--- src/design/sf3_pkg.sv ---
`timescale 1ns / 1ps
`default_nettype none
// ----------------------------------------------------------------------------
// sf3_pkg: shared types and constants of the 3x3 sharpening filter
// Widths of the stream fields, line RAM geometry, register indexes and the
// records passed between the pipeline, the line RAM and the output queue.
// ----------------------------------------------------------------------------
package sf3_pkg;

    // Line RAM geometry.
    localparam int MAX_WIDTH = 2048;
    localparam int ADDR_W    = $clog2(MAX_WIDTH);

    // Stream field widths.
    localparam int PIX_W   = 8;
    localparam int RES_W   = 10;
    localparam int ROW_W   = 16;
    localparam int COL_W   = 11;
    localparam int SUM_W   = 12;
    localparam int FIELD_W = RES_W + ROW_W + COL_W;
    localparam int TDATA_W = ((FIELD_W + 7) / 8) * 8;

    // Configuration port.
    localparam int CFG_IDX_W  = 8;
    localparam int CFG_DATA_W = 16;
    localparam int WIDTH_W    = 12;
    localparam int HEIGHT_W   = 16;

    localparam logic [CFG_IDX_W-1:0] REG_IMAGE_WIDTH  = CFG_IDX_W'(0);
    localparam logic [CFG_IDX_W-1:0] REG_IMAGE_HEIGHT = CFG_IDX_W'(1);

    localparam logic [WIDTH_W-1:0]  WIDTH_RESET  = WIDTH_W'(640);
    localparam logic [HEIGHT_W-1:0] HEIGHT_RESET = HEIGHT_W'(480);

    // Output queue.
    localparam int FIFO_DEPTH = 8;
    localparam int FIFO_PTR_W = $clog2(FIFO_DEPTH);
    localparam int FIFO_LVL_W = $clog2(FIFO_DEPTH + 1);

    // One entry of the line RAM: the pixel two lines up and one line up.
    typedef struct packed {
        logic [PIX_W-1:0] upper;
        logic [PIX_W-1:0] middle;
    } line_pair_t;

    // Per-pixel tag computed from the counters when the pixel is taken.
    typedef struct packed {
        logic             emit;
        logic             last;
        logic [ROW_W-1:0] row;
        logic [COL_W-1:0] col;
    } pix_tag_t;

    // One finished result.
    typedef struct packed {
        logic                    last;
        logic [COL_W-1:0]        col;
        logic [ROW_W-1:0]        row;
        logic signed [RES_W-1:0] filtered;
    } result_t;

    // Occupancy of the window pipeline, used for flow control.
    typedef struct packed {
        logic s1_busy;
        logic s2_busy;
    } win_status_t;

endpackage
`default_nettype wire

--- src/design/sf3_window.sv ---
`timescale 1ns / 1ps
`default_nettype none
// ----------------------------------------------------------------------------
// sf3_window: window pipeline
// Stage 1 takes the line RAM read data, shifts the 3x3 window and writes the
// column back. Stage 2 sums the window and forms twice the center minus the
// sum over 16.
// ----------------------------------------------------------------------------
module sf3_window (
    input  wire logic                       clk,
    input  wire logic                       rst_n,
    input  wire logic                       clear,
    input  wire logic                       in_valid,
    input  wire logic [sf3_pkg::PIX_W-1:0]  in_px,
    input  wire sf3_pkg::pix_tag_t          in_tag,
    input  wire logic [sf3_pkg::ADDR_W-1:0] in_addr,
    input  wire sf3_pkg::line_pair_t       ram_rdata,
    output logic                            ram_we,
    output logic [sf3_pkg::ADDR_W-1:0]      ram_waddr,
    output sf3_pkg::line_pair_t             ram_wdata,
    output logic                            res_valid,
    output sf3_pkg::result_t                res,
    output sf3_pkg::win_status_t            status
);
    import sf3_pkg::*;

    logic              s1_valid_reg;
    logic [PIX_W-1:0]  s1_px_reg;
    pix_tag_t          s1_tag_reg;
    logic [ADDR_W-1:0] s1_addr_reg;

    logic              s2_valid_reg;
    pix_tag_t          s2_tag_reg;

    logic [PIX_W-1:0]  win_reg  [3][3];
    logic [PIX_W-1:0]  win_next [3][3];

    logic [SUM_W-1:0]  row_sum [3];
    logic [SUM_W-1:0]  win_sum;
    logic signed [RES_W-1:0] twice_center;
    logic signed [RES_W-1:0] sum_div;

    // Stage 1 capture: the pixel waits here while the RAM read completes.
    always_ff @(posedge clk) begin
        if (!rst_n) begin
            s1_valid_reg <= 1'b0;
        end else begin
            s1_valid_reg <= in_valid;
        end
        if (in_valid) begin
            s1_px_reg   <= in_px;
            s1_tag_reg  <= in_tag;
            s1_addr_reg <= in_addr;
        end
    end

    // Window shift: the new right column is the two stored lines and the pixel.
    always_comb begin
        for (int k = 0; k < 3; k++) begin
            win_next[k][0] = win_reg[k][1];
            win_next[k][1] = win_reg[k][2];
        end
        win_next[0][2] = ram_rdata.upper;
        win_next[1][2] = ram_rdata.middle;
        win_next[2][2] = s1_px_reg;
    end

    always_ff @(posedge clk) begin
        if (!rst_n || clear) begin
            for (int a = 0; a < 3; a++) begin
                for (int b = 0; b < 3; b++) begin
                    win_reg[a][b] <= '0;
                end
            end
        end else if (s1_valid_reg) begin
            win_reg <= win_next;
        end
    end

    // Line RAM write-back: the middle line moves up, the pixel becomes middle.
    assign ram_we           = s1_valid_reg;
    assign ram_waddr        = s1_addr_reg;
    assign ram_wdata.upper  = ram_rdata.middle;
    assign ram_wdata.middle = s1_px_reg;

    // Stage 2 control: only pixels that complete an interior window go on.
    always_ff @(posedge clk) begin
        if (!rst_n) begin
            s2_valid_reg <= 1'b0;
        end else begin
            s2_valid_reg <= s1_valid_reg && s1_tag_reg.emit;
        end
        if (s1_valid_reg) begin
            s2_tag_reg <= s1_tag_reg;
        end
    end

    // Window sum as a small tree: three row sums, then the total.
    always_comb begin
        for (int a = 0; a < 3; a++) begin
            row_sum[a] = SUM_W'(win_reg[a][0]) + SUM_W'(win_reg[a][1])
                       + SUM_W'(win_reg[a][2]);
        end
        win_sum = row_sum[0] + row_sum[1] + row_sum[2];
    end

    assign twice_center = $signed({1'b0, win_reg[1][1], 1'b0});
    assign sum_div      = $signed(RES_W'(win_sum[SUM_W-1:4]));

    assign res_valid    = s2_valid_reg;
    assign res.filtered = twice_center - sum_div;
    assign res.row      = s2_tag_reg.row;
    assign res.col      = s2_tag_reg.col;
    assign res.last     = s2_tag_reg.last;

    assign status.s1_busy = s1_valid_reg;
    assign status.s2_busy = s2_valid_reg;

    // A result only follows a pixel that was in stage 1 the cycle before.
    a_s2_from_s1: assert property (@(posedge clk) disable iff (!rst_n)
        s2_valid_reg |-> $past(s1_valid_reg))
        else $error("stage 2 result without a stage 1 pixel");

endmodule
`default_nettype wire

--- config.mk ---
export PLATFORM = sky130hd
export DESIGN_NAME = sf3_window
export DESIGN_NICKNAME = d
export VERILOG_FILES = /design/src/design/sf3_pkg.sv /design/src/design/sf3_window.sv
export SDC_FILE = /design/constraint.sdc
export NUM_CORES = 1
export LEC_CHECK = 0
export BUFFER_PORTS_ARGS = -buffer_cell sky130_fd_sc_hd__buf_4
export CORE_UTILIZATION = 60
export CTS_CLUSTER_SIZE = 30
export DETAILED_ROUTE_END_ITERATION = 7
export PLACE_DENSITY = 0.86
export SKIP_CTS_REPAIR_TIMING = 1
export SYNTH_ARGS = -nofsm -noshare
export SYNTH_HDL_FRONTEND = slang
export SYNTH_SLANG_ARGS = --single-unit
--- constraint.sdc ---
create_clock -name clk -period 10.8 [get_ports clk]
set_input_delay 0.54 -clock clk [delete_from_list [all_inputs] [get_ports clk]]
set_output_delay 0.54 -clock clk [all_outputs]
set_load 0.005 [all_outputs]
==> out/results.tsv <==
metric	value	unit
status	complete, no violations	
cts_buffer_depth	2	
dr.pass1.iters	4	
drt_iter0_markers	220	
max_clock_freq	0.1542	GHz
syn_avg_cell_area	12.76	um2
rsz0062_at_grt	no	
final_cell_count_no_fill	829	
fin_skew	9.224	ps
root_buffer	clkbuf_16	
fin_util	75.39	%
synth_nets	690	
cts_max_level	4	
dieArea	12150	um2
grt_pass1_wl	21060	um
cp_cell_sequence	inv_1, fa_1, inv_1, fa_1, fa_1, inv_1, fa_1, inv_1, ha_1, and3_4, a211o_1, a21o_1, a21oi_1, xor2_1, ha_1, inv_1, o31ai_1, nor3_1, a21oi_1, xor2_1, buf_4	
drive_gt1_share	24.93	%
sw_frac_of_total	21.99	%
netlist_area	7029	um2
slew_viol_final	0	
largest_reg_flops	40	
cpPeakStageDelay	560	ps
cts_buffers	17	
ys_ff_latch	150	
crit_family	adder cells	
antenna_found_initial	0	
maxCapViolCount	0	
holdCritPathClass	input pin to flop	
nets	812	
combPwrFrac	8.8	%
area_delta_synth_final	22.46	%
power_frac_clock	42.7	%
core_area	11420	um2
dp_cells	797	
yosys_warnings	0	
yosysSeqAreaShare	53.54	%
crit_required	10260	ps
cts_tree	yes	
dpl.hpwl	9358	um
startpoint_type	flop	
clkTransAtPathRegs	60	ps
setup_viol	0	
grt_pass1_vias	4438	
fin_setup_tns	0	ps
period_needed	6487	ps
r2r_slack	8540	ps
power_leakage	3.725	nW
internal_power	1.032	mW
totalWireLength	13770	um
ioPinCount	137	
vias_per_cell	5.174	
synth-async-reset-ratio	0	%
num_rows	39	
worstPathArrival	5950	ps
overflow	0	
post_drt_wl_per_cell	16.61	um
track_usage	23.75	%
initial_utilization	61.56	%
period_share	60.06	%
clkLatencyLatePin	420	ps
fin_area	8608	um2
relSlewSlack	41.76	%
drc	0	
power_density	153.7	nW/um2
ys_types	40	
cp_max_fo	5	
critPathBufInv	6	
grt_max_degree	73	
final_cell_mix	138 x buf_4, 90 x inv_1, 76 x edfxtp_1	
worst_slew_pin_slew	873.6	ps
crit_type	flop to primary output	
place_congestion	0.7827	
syn_inst	551	
synth-edff-count	76	
hold_viol_final	0	
ys.flop_type	edfxtp_1	
seq_power_share	48.5	%
ant_nets	0	
clock_sinks	150	
fp.dieW	110.2	um
cpMostUsedCell	inv_1	
cpMaxStageDelayCell	fa_1	
layout_commonest_cell	buf_4	
n_antenna_cell	0	
io_buffer_count	136	
crit_path_end_kind	primary output	
via_count	4289	
vdd_ir_drop_max	0.1501	mV
fillers	744	
fp.dieH	110.2	um
dpl-instance-area	8044	um2
switchingPower	0.2909	mW
-- final cells by class --
cell class	instances	area, um2	share of cell area, %
flip-flops and latches	150	3767	43.76
multi-input cells	275	2720	31.60
repair buffers	138	1036	12.03
clock buffers	19	432.9	5.029
inverters	91	341.6	3.968
well taps	143	178.9	2.078
clock inverters	13	131.4	1.526
-- synthesized netlist by cell type (2+ instances only) --
library cell | number | area (um2)
dfxtp_1 | 74 | 1481
a211oi_1 | 2 | 15.01
clkbuf_1 | 11 | 41.29
xor2_1 | 4 | 35.03
buf_2 | 6 | 30.03
mux2i_1 | 72 | 720.7
edfxtp_1 | 76 | 2282
inv_1 | 90 | 337.8
nor2_1 | 73 | 274.0
xnor2_1 | 7 | 61.31
o21a_1 | 4 | 30.03
fa_1 | 54 | 1081
or2_1 | 2 | 12.51
nor3_1 | 4 | 20.02
ha_1 | 17 | 212.7
o21ai_1 | 3 | 15.01
a21o_1 | 5 | 37.54
a21oi_1 | 8 | 40.04
buf_4 | 18 | 135.1
-- worst paths after layout --
path	from	to	depth (start not counted)
setup reg to reg	ram_we	win_next[19]	3
hold reg to reg	s1_tag_reg[6]	res[32]	0
setup / recovery	win_reg[19]	res[7]	21
hold / removal	in_tag[22]	s1_tag_reg[22]	1
-- routing by layer --
metal / up-vias / routed length [um] / GRT usage (%)
li1: 2028 / - / -
met1: 2117 / 5118 / 25.21
met2: 106 / 7759 / 44.29
met3: 38 / 477 / 5.232
met4: 0 / 416 / 11.65
met5: - / 0 / 0
-- power by group through the flow --
stage / registers (mW) / logic (mW) / clock network (mW)
global route: 0.644 / 0.127 / 0.594
CTS: 0.642 / 0.118 / 0.570
global placement: 0.651 / 0.112 / 0
floorplan: 0.649 / 0.0552 / 0
finish: 0.641 / 0.117 / 0.565
detailed placement: 0.653 / 0.116 / 0
-- logic make-up (layout without fill, tap and decap cells) --
logic type / Yosys count / after routing / share of synthesized area (%)
AOI/OAI and AO/OA: 32 / 32 / 3.204
DFF: 150 / 150 / 53.54
muxes: 72 / 72 / 10.25
xor gates and xnor gates: 11 / 11 / 1.371
and+or+nand+nor: 89 / 89 / 5.429
adders and majority gates: 71 / 71 / 18.41
buffers and inverters: 126 / 261 / 7.796
-- metrics by stage --
stage / total power, mW / setup WS [ps] / hold slack [ps]
after floorplan: 0.7041 / 5235 / 400.3
after global placement: 0.7632 / 5020 / 400.3
after detailed placement: 0.7696 / 4770 / 404.5
after CTS: 1.330 / 4330 / 287.6
after global routing: 1.365 / 4034 / 283.8
final: 1.323 / 4313 / 297.0
Power figures use the tool's default switching activity.
