### config.mk
export PLATFORM = sky130hd
export DESIGN_NAME = sf3_out_fifo
export DESIGN_NICKNAME = d
export VERILOG_FILES = /design/src/design/sf3_pkg.sv /design/src/design/sf3_out_fifo.sv
export SDC_FILE = /design/constraint.sdc
export NUM_CORES = 1
export LEC_CHECK = 0
export BUFFER_PORTS_ARGS = -buffer_cell sky130_fd_sc_hd__clkbuf_2
export CAP_MARGIN = 30
export CORE_MARGIN = 4
export CORE_UTILIZATION = 35
export CTS_CLUSTER_DIAMETER = 80
export DETAILED_ROUTE_END_ITERATION = 10
export PLACE_DENSITY_LB_ADDON = 0.05
export RECOVER_POWER = 25
export SLEW_MARGIN = 30
export SYNTH_ARGS = -nofsm -noshare
export SYNTH_HDL_FRONTEND = slang
export SYNTH_SLANG_ARGS = --single-unit
export TNS_END_PERCENT = 20
### constraint.sdc
create_clock -name clk -period 6.61 [get_ports clk]
set_input_delay 0.9915 -clock clk [delete_from_list [all_inputs] [get_ports clk]]
set_output_delay 0.9915 -clock clk [all_outputs]
set_load 0.03 [all_outputs]
### src/design/sf3_pkg.sv
`timescale 1ns / 1ps
`default_nettype none
// ----------------------------------------------------------------------------
// sf3_pkg: shared types and constants of the 3x3 sharpening filter
// Widths of the stream fields, line RAM geometry, register indexes and the
// records passed between the pipeline, the line RAM and the output queue.
// ----------------------------------------------------------------------------
package sf3_pkg;

    // Line RAM geometry.
    localparam int MAX_WIDTH = 2048;
    localparam int ADDR_W    = $clog2(MAX_WIDTH);

    // Stream field widths.
    localparam int PIX_W   = 8;
    localparam int RES_W   = 10;
    localparam int ROW_W   = 16;
    localparam int COL_W   = 11;
    localparam int SUM_W   = 12;
    localparam int FIELD_W = RES_W + ROW_W + COL_W;
    localparam int TDATA_W = ((FIELD_W + 7) / 8) * 8;

    // Configuration port.
    localparam int CFG_IDX_W  = 8;
    localparam int CFG_DATA_W = 16;
    localparam int WIDTH_W    = 12;
    localparam int HEIGHT_W   = 16;

    localparam logic [CFG_IDX_W-1:0] REG_IMAGE_WIDTH  = CFG_IDX_W'(0);
    localparam logic [CFG_IDX_W-1:0] REG_IMAGE_HEIGHT = CFG_IDX_W'(1);

    localparam logic [WIDTH_W-1:0]  WIDTH_RESET  = WIDTH_W'(640);
    localparam logic [HEIGHT_W-1:0] HEIGHT_RESET = HEIGHT_W'(480);

    // Output queue.
    localparam int FIFO_DEPTH = 8;
    localparam int FIFO_PTR_W = $clog2(FIFO_DEPTH);
    localparam int FIFO_LVL_W = $clog2(FIFO_DEPTH + 1);

    // One entry of the line RAM: the pixel two lines up and one line up.
    typedef struct packed {
        logic [PIX_W-1:0] upper;
        logic [PIX_W-1:0] middle;
    } line_pair_t;

    // Per-pixel tag computed from the counters when the pixel is taken.
    typedef struct packed {
        logic             emit;
        logic             last;
        logic [ROW_W-1:0] row;
        logic [COL_W-1:0] col;
    } pix_tag_t;

    // One finished result.
    typedef struct packed {
        logic                    last;
        logic [COL_W-1:0]        col;
        logic [ROW_W-1:0]        row;
        logic signed [RES_W-1:0] filtered;
    } result_t;

    // Occupancy of the window pipeline, used for flow control.
    typedef struct packed {
        logic s1_busy;
        logic s2_busy;
    } win_status_t;

endpackage
`default_nettype wire

### src/design/sf3_out_fifo.sv
`timescale 1ns / 1ps
`default_nettype none
// ----------------------------------------------------------------------------
// sf3_out_fifo: result queue
// Small queue that decouples the window pipeline from the output stream.
// The producer only pushes when space was reserved beforehand.
// ----------------------------------------------------------------------------
module sf3_out_fifo (
    input  wire logic                          clk,
    input  wire logic                          rst_n,
    input  wire logic                          push,
    input  wire sf3_pkg::result_t              push_data,
    input  wire logic                          pop,
    output logic                               out_valid,
    output sf3_pkg::result_t                   out_data,
    output logic [sf3_pkg::FIFO_LVL_W-1:0]     level
);
    import sf3_pkg::*;

    result_t               entry_reg [FIFO_DEPTH];
    logic [FIFO_PTR_W-1:0] wr_ptr_reg;
    logic [FIFO_PTR_W-1:0] rd_ptr_reg;
    logic [FIFO_LVL_W-1:0] level_reg;
    logic                  do_pop;

    assign do_pop = pop && (level_reg != '0);

    // Storage.
    always_ff @(posedge clk) begin
        if (push) begin
            entry_reg[wr_ptr_reg] <= push_data;
        end
    end

    // Pointers and fill level.
    always_ff @(posedge clk) begin
        if (!rst_n) begin
            wr_ptr_reg <= '0;
            rd_ptr_reg <= '0;
            level_reg  <= '0;
        end else begin
            if (push) begin
                wr_ptr_reg <= wr_ptr_reg + FIFO_PTR_W'(1);
            end
            if (do_pop) begin
                rd_ptr_reg <= rd_ptr_reg + FIFO_PTR_W'(1);
            end
            if (push && !do_pop) begin
                level_reg <= level_reg + FIFO_LVL_W'(1);
            end else if (!push && do_pop) begin
                level_reg <= level_reg - FIFO_LVL_W'(1);
            end
        end
    end

    assign out_valid = (level_reg != '0);
    assign out_data  = entry_reg[rd_ptr_reg];
    assign level     = level_reg;

    // A push into a full queue would overwrite a waiting result.
    a_no_overflow: assert property (@(posedge clk) disable iff (!rst_n)
        push |-> (level_reg != FIFO_LVL_W'(FIFO_DEPTH)) || do_pop)
        else $error("push into a full result queue");

endmodule
`default_nettype wire

==> impl_metrics.yaml, run 1 <==
setup_path:
  path_max_fanout: 36
  worstPathRequired_ps: 5620
  end_kind: "output port"
  worstSetupStartpointType: "flip-flop"
  max_stage_delay_ps: 690
  cp.arrival_ps: 2900
  reg2reg_slack_ps: 4080
  worst_path_max_delay_cell: "buf_4"
  path_cells: "buf_4 -> mux4_2 -> mux2_2 -> clkbuf_2"
  critPathKind: "reg2out"
detailed_routing:
  vias_per_cell: 4.95
  drc: 0
  ant_nets: 0
  drt_pass1_iterations: 4
  drt_wl_total_mm: 25.0
  drt_iter0_markers: 287
  wl_per_cell_um: 22.9
  vias: 5409
finish:
  final_cell_mix: "edfxtp_1, mux4_2, clkbuf_2"
  areaGrowthSynthToFinish_pct: 16.8
  multi_input_comb_area_sq_um: 2560
  layout.nets: 667
  n_antenna_cell: 0
  mostFrequentLayoutCell: "edfxtp_1"
  fillers: 3008
  largest_register_ff_count: 304
  drive_above_1_share: 0.372
  fin_util: 0.417
  final_area_sq_um: 14000
  regArea_sq_um: 9400
timing:
  slew_viol_final: 0
  finalSetupViolations: 0
  finClkSkew_ps: 13.0
  rsz0062_at_grt: "no"
  whs_ps: 489
  max_freq_mhz: 257
  finalCritPeriodShare: 0.588
  period_needed_ps: 3890
  hold_viol_final: 0
  tns_ps: 0
  relSlewSlack: 0.509
  worst_pin_slew_ps: 736
job:
  cap_violations: 0
synthesis:
  synth_edf_count: 304
  ys_seq_elements: 317
  synth_ff_type: "edfxtp_1"
  ys_seq_area_frac: 0.781
  avgSynthCellArea_sq_um: 23.7
  synth_largest_area_cell: "edfxtp_1"
  async_flop_share: 0
  synth_top_area_frac: 0.759
  ys_top_cells_by_area: "edfxtp_1, mux4_2, mux2_2"
  yosys_warnings: 0
  netlist_area_sq_um: 12000
  postSynthCellCount: 508
  ys_types: 27
  syn_nets: 556
clocking:
  ctsLongestPathBuffers: 3
  worstSkewPairLatency_ps: 510
  cts_made_buffers: 35
  cts_root_buf: "clkbuf_16"
  post_cts_buffers: 0
  cts_tree: "done"
  htree_levels: 2
  clkTransAtPathRegs_ps: 60
  postCtsResizedCells: 0
  cts_hold_buf: 0
  cts.sinks: 317
floorplan:
  fp.dieArea_sq_um: 37400
  die_x_um: 193
  die_y_um: 193
  std_cell_rows: 67
  io-pin-count: 85
  coreArea_sq_um: 33700
  initial_core_util: 0.357
global_route:
  track_usage: 0.133
  gr-total-overflow: 0
  grt_max_degree: 45
  antenna_found_initial: 1
  grt_pass1_vias: 6002
  grt_pass1_wl_mm: 38.0
power_and_ir_drop:
  power_leakage_nw: 4.41
  cellPowerDensity_nw_per_um2: 375
  peakVddDrop_uv: 242
  fin_total_pwr_w: 0.00526
placed_design:
  dp_hpwl_mm: 13.6
  place.gp.congestion: 0.706
  io_buffer_count: 84
  dpl_cell_area_sq_um: 13000
status:
  status: "completed"
min_path:
  hp-class: "reg2reg"
final timing paths:
path / startpoint / end / depth (start not counted)
worst max register to register: level[1] / level[3] / 9
worst min register to register: rd_ptr_reg[1] / flip-flop / 2
worst max-delay path: flip-flop / out_data[37] / 4
worst min-delay path: rd_ptr_reg[1] / flip-flop / 2
kinds of logic (layout without fill, tap and decap cells):
group | Yosys count | in the layout | synth area share
fa+ha+maj | 6 | 6 | 0.00687
compound gates | 5 | 5 | 0.00260
xor+xnor | 6 | 6 | 0.00437
mux | 117 | 117 | 0.180
flops | 317 | 317 | 0.781
buf+inv | 24 | 161 | 0.0110
simple gates | 33 | 33 | 0.0138
worst max-delay path, delay by kind of cell, from the launching register on:
| family | cells | cell delay, ps |
|---|---|---|
| multiplexers | 2 | 880 |
| buffers and inverters | 2 | 890 |
| flip-flops | 1 | 610 |
layer usage:
metal	wire length, um	vias to the layer above	part of all wire	GRT usage
li1	-	2364	-	-
met1	10900	2901	0.44	0.177
met2	12600	103	0.51	0.226
met3	983	39	0.039	0.0278
met4	454	2	0.018	0.0351
met5	13	-	0.00052	0
cells in the mapped netlist, types with 2 or more instances:
library cell    n
edfxtp_1      304
xnor2_1         5
mux2i_1         3
nor3_1          2
mux4_2         76
buf_6           5
dfxtp_1        13
buf_1           5
nand3_1         3
buf_2           4
nand2_1         7
mux2_2         38
nor2b_1         2
ha_1            5
clkbuf_1        9
nor2_1          7
and2_1          7
nand2b_1        4
power by group:
| part | internal, W | leakage (nW) | switching (W) | total (W) |
|---|---|---|---|---|
| registers | 0.00228 | 2.87 | 0.0000844 | 0.00236 |
| clock network | 0.00102 | 0.497 | 0.000739 | 0.00176 |
| logic | 0.000518 | 1.04 | 0.000626 | 0.00114 |
| total | 0.00381 | 4.41 | 0.00145 | 0.00526 |
cell type report:
cell class / instances / share of cell area
Clock inverter: 17 / 0.00829
Sequential cell: 317 / 0.669
Multi-Input combinational cell: 167 / 0.182
Tap cell: 448 / 0.0399
Timing Repair Buffer: 97 / 0.0346
Inverter: 1 / 0.000267
Clock buffer: 46 / 0.0653
through the flow:
step,setup slack (ps),instances
global placement,3140,1030
CTS,2570,1093
global route,2470,1093
floorplan,2440,508
finish,2720,1093
detailed placement,3130,1030
Note: power is estimated with default switching activity, not from simulation.
==> run 2, diff against run 1 <==
==> constraint.sdc (replaced) <==
create_clock -name clk -period 3.6 [get_ports clk]
set_input_delay 0.54 -clock clk [delete_from_list [all_inputs] [get_ports clk]]
set_output_delay 0.54 -clock clk [all_outputs]
set_load 0.03 [all_outputs]
==> run 2 against run 1 <==
Against the previous run:
- routed wire length increased by 1.9%
- sequential share of layout area decreased by 1.5 points
- combinational power increased by 89%
- critical path type unchanged
- non-clock buffer count increased by 3
- die area unchanged
- largest cell class unchanged
==> impl_metrics.yaml, run 2 (same netlist as run 1, synthesis figures left out) <==
global_route:
  track_usage: 0.138
  antenna_found_initial: 2
  grt_pass1_vias: 6141
  grt_pass1_wl_mm: 39.0
  grt_max_degree: 39
  gr-total-overflow: 0
detailed_routing:
  vias_per_cell: 4.93
  drt_wl_total_mm: 25.5
  wl_per_cell_um: 23.1
  drc: 0
  vias: 5433
  drt_iter0_markers: 288
  ant_nets: 0
  drt_pass1_iterations: 4
job:
  cap_violations: 0
finish:
  multi_input_comb_area_sq_um: 2560
  fin_util: 0.426
  mostFrequentLayoutCell: "edfxtp_1"
  final_cell_mix: "edfxtp_1, mux4_2, clkbuf_2"
  fillers: 2980
  regArea_sq_um: 9400
  final_area_sq_um: 14400
  layout.nets: 672
  drive_above_1_share: 0.397
  largest_register_ff_count: 304
  n_antenna_cell: 0
  stdcell_count: 1101
  areaGrowthSynthToFinish_pct: 19.3
placed_design:
  dpl_cell_area_sq_um: 13200
  dpl_worst_slack_ps: 937
  dp_hpwl_mm: 13.9
  place.gp.congestion: 0.690
  place_inst: 1033
  io_buffer_count: 84
clocking:
  cts_made_buffers: 37
  post_cts_buffers: 0
  htree_levels: 2
  worstSkewPairLatency_ps: 510
  cts_tree: "done"
  ctsLongestPathBuffers: 3
  postCtsResizedCells: 0
  clkTransAtPathRegs_ps: 60
  cts.sinks: 317
  cts_hold_buf: 0
  cts_root_buf: "clkbuf_16"
timing:
  worst_pin_slew_ps: 755
  max_freq_mhz: 322
  hold_viol_final: 0
  finalWorstSetupSlack_ps: 497
  finalCritPeriodShare: 0.862
  whs_ps: 318
  rsz0062_at_grt: "no"
  relSlewSlack: 0.497
  slew_viol_final: 0
  finalSetupViolations: 0
  finClkSkew_ps: 8.35
  period_needed_ps: 3100
setup_path:
  worstSetupStartpointType: "flip-flop"
  r2r_end: "level[3]"
  r2r-start: "level[1]"
  cp.arrival_ps: 2560
  path_cells: "buf_12 -> mux4_2 -> mux2_2 -> clkbuf_2"
  worstPathRequired_ps: 3060
  rr_worst_depth: 9
  worst_path_max_delay_cell: "dfxtp_4"
  max_stage_delay_ps: 680
  reg2reg_slack_ps: 1100
  critPathKind: "reg2out"
  path_max_fanout: 28
  end_kind: "output port"
power_and_ir_drop:
  power_leakage_nw: 4.55
  peakVddDrop_uv: 374
  cellPowerDensity_nw_per_um2: 709
floorplan:
  die_x_um: 193
  std_cell_rows: 67
  die_y_um: 193
  initial_core_util: 0.357
  fp.dieArea_sq_um: 37400
  coreArea_sq_um: 33700
  io-pin-count: 85
min_path:
  hp-class: "in2reg"
  holdPathEnd: "entry_reg[4][34]"
  min_from: "push_data[34]"
  whs_path_depth: 1
status:
  status: "completed"
## run 2: cell count changes in the layout (fill, tap and decap cells not counted), sizes merged
| cell | previous run | this run |
|---|---|---|
| clkbuf | 130 | 128 |
| buf | 13 | 16 |
| clkinvlp | 2 | 4 |
| inv | 4 | 2 |
| clkinv | 11 | 15 |
| bufinv | 1 | 4 |
## run 2: worst max-delay path: cells and delay by family, from the launching register on
kind / cells / cell delay (ps)
flops: 1 / 680
buf+inv: 2 / 500
mux: 2 / 840
## run 2: how the worst max path moves through the flow
stage                    from              end  slack (ps)  cells after the start
floorplan                push  entry_reg[4][0]        -120                      2
global placement    flip-flop      out_data[9]         920                      4
detailed placement  flip-flop      out_data[9]         940                      4
CTS                 flip-flop      out_data[9]         380                      4
global route        flip-flop     out_data[10]         320                      4
finish              flip-flop      out_data[9]         500                      4
## run 2: power breakdown
group	total, W	internal (W)	switching (W)	leakage [nW]
sequential	0.00433	0.00418	0.000151	2.87
clock	0.00369	0.00227	0.00143	0.593
combinational	0.00216	0.000998	0.00116	1.08
total	0.0102	0.00744	0.00274	4.55
## run 2: final cells by class
type / count / share of cell area
Timing Repair Buffer: 100 / 0.0418
Tap cell: 448 / 0.0391
Clock buffer: 44 / 0.0693
Multi-Input combinational cell: 167 / 0.179
Inverter: 1 / 0.000262
Clock inverter: 24 / 0.0160
Sequential cell: 317 / 0.655
## run 2: through the flow
step	setup TNS (ps)	power [W]
floorplan	-4500	0.00604
global placement	0	0.00663
detailed placement	0	0.00665
CTS	0	0.0104
global route	0	0.0107
finish	0	0.0102
## run 2: layer usage
layer | wire length, um | global-route usage
met2 | 12500 | 0.224
met3 | 1070 | 0.0320
met5 | 21 | 0
met4 | 541 | 0.0365
met1 | 11400 | 0.188
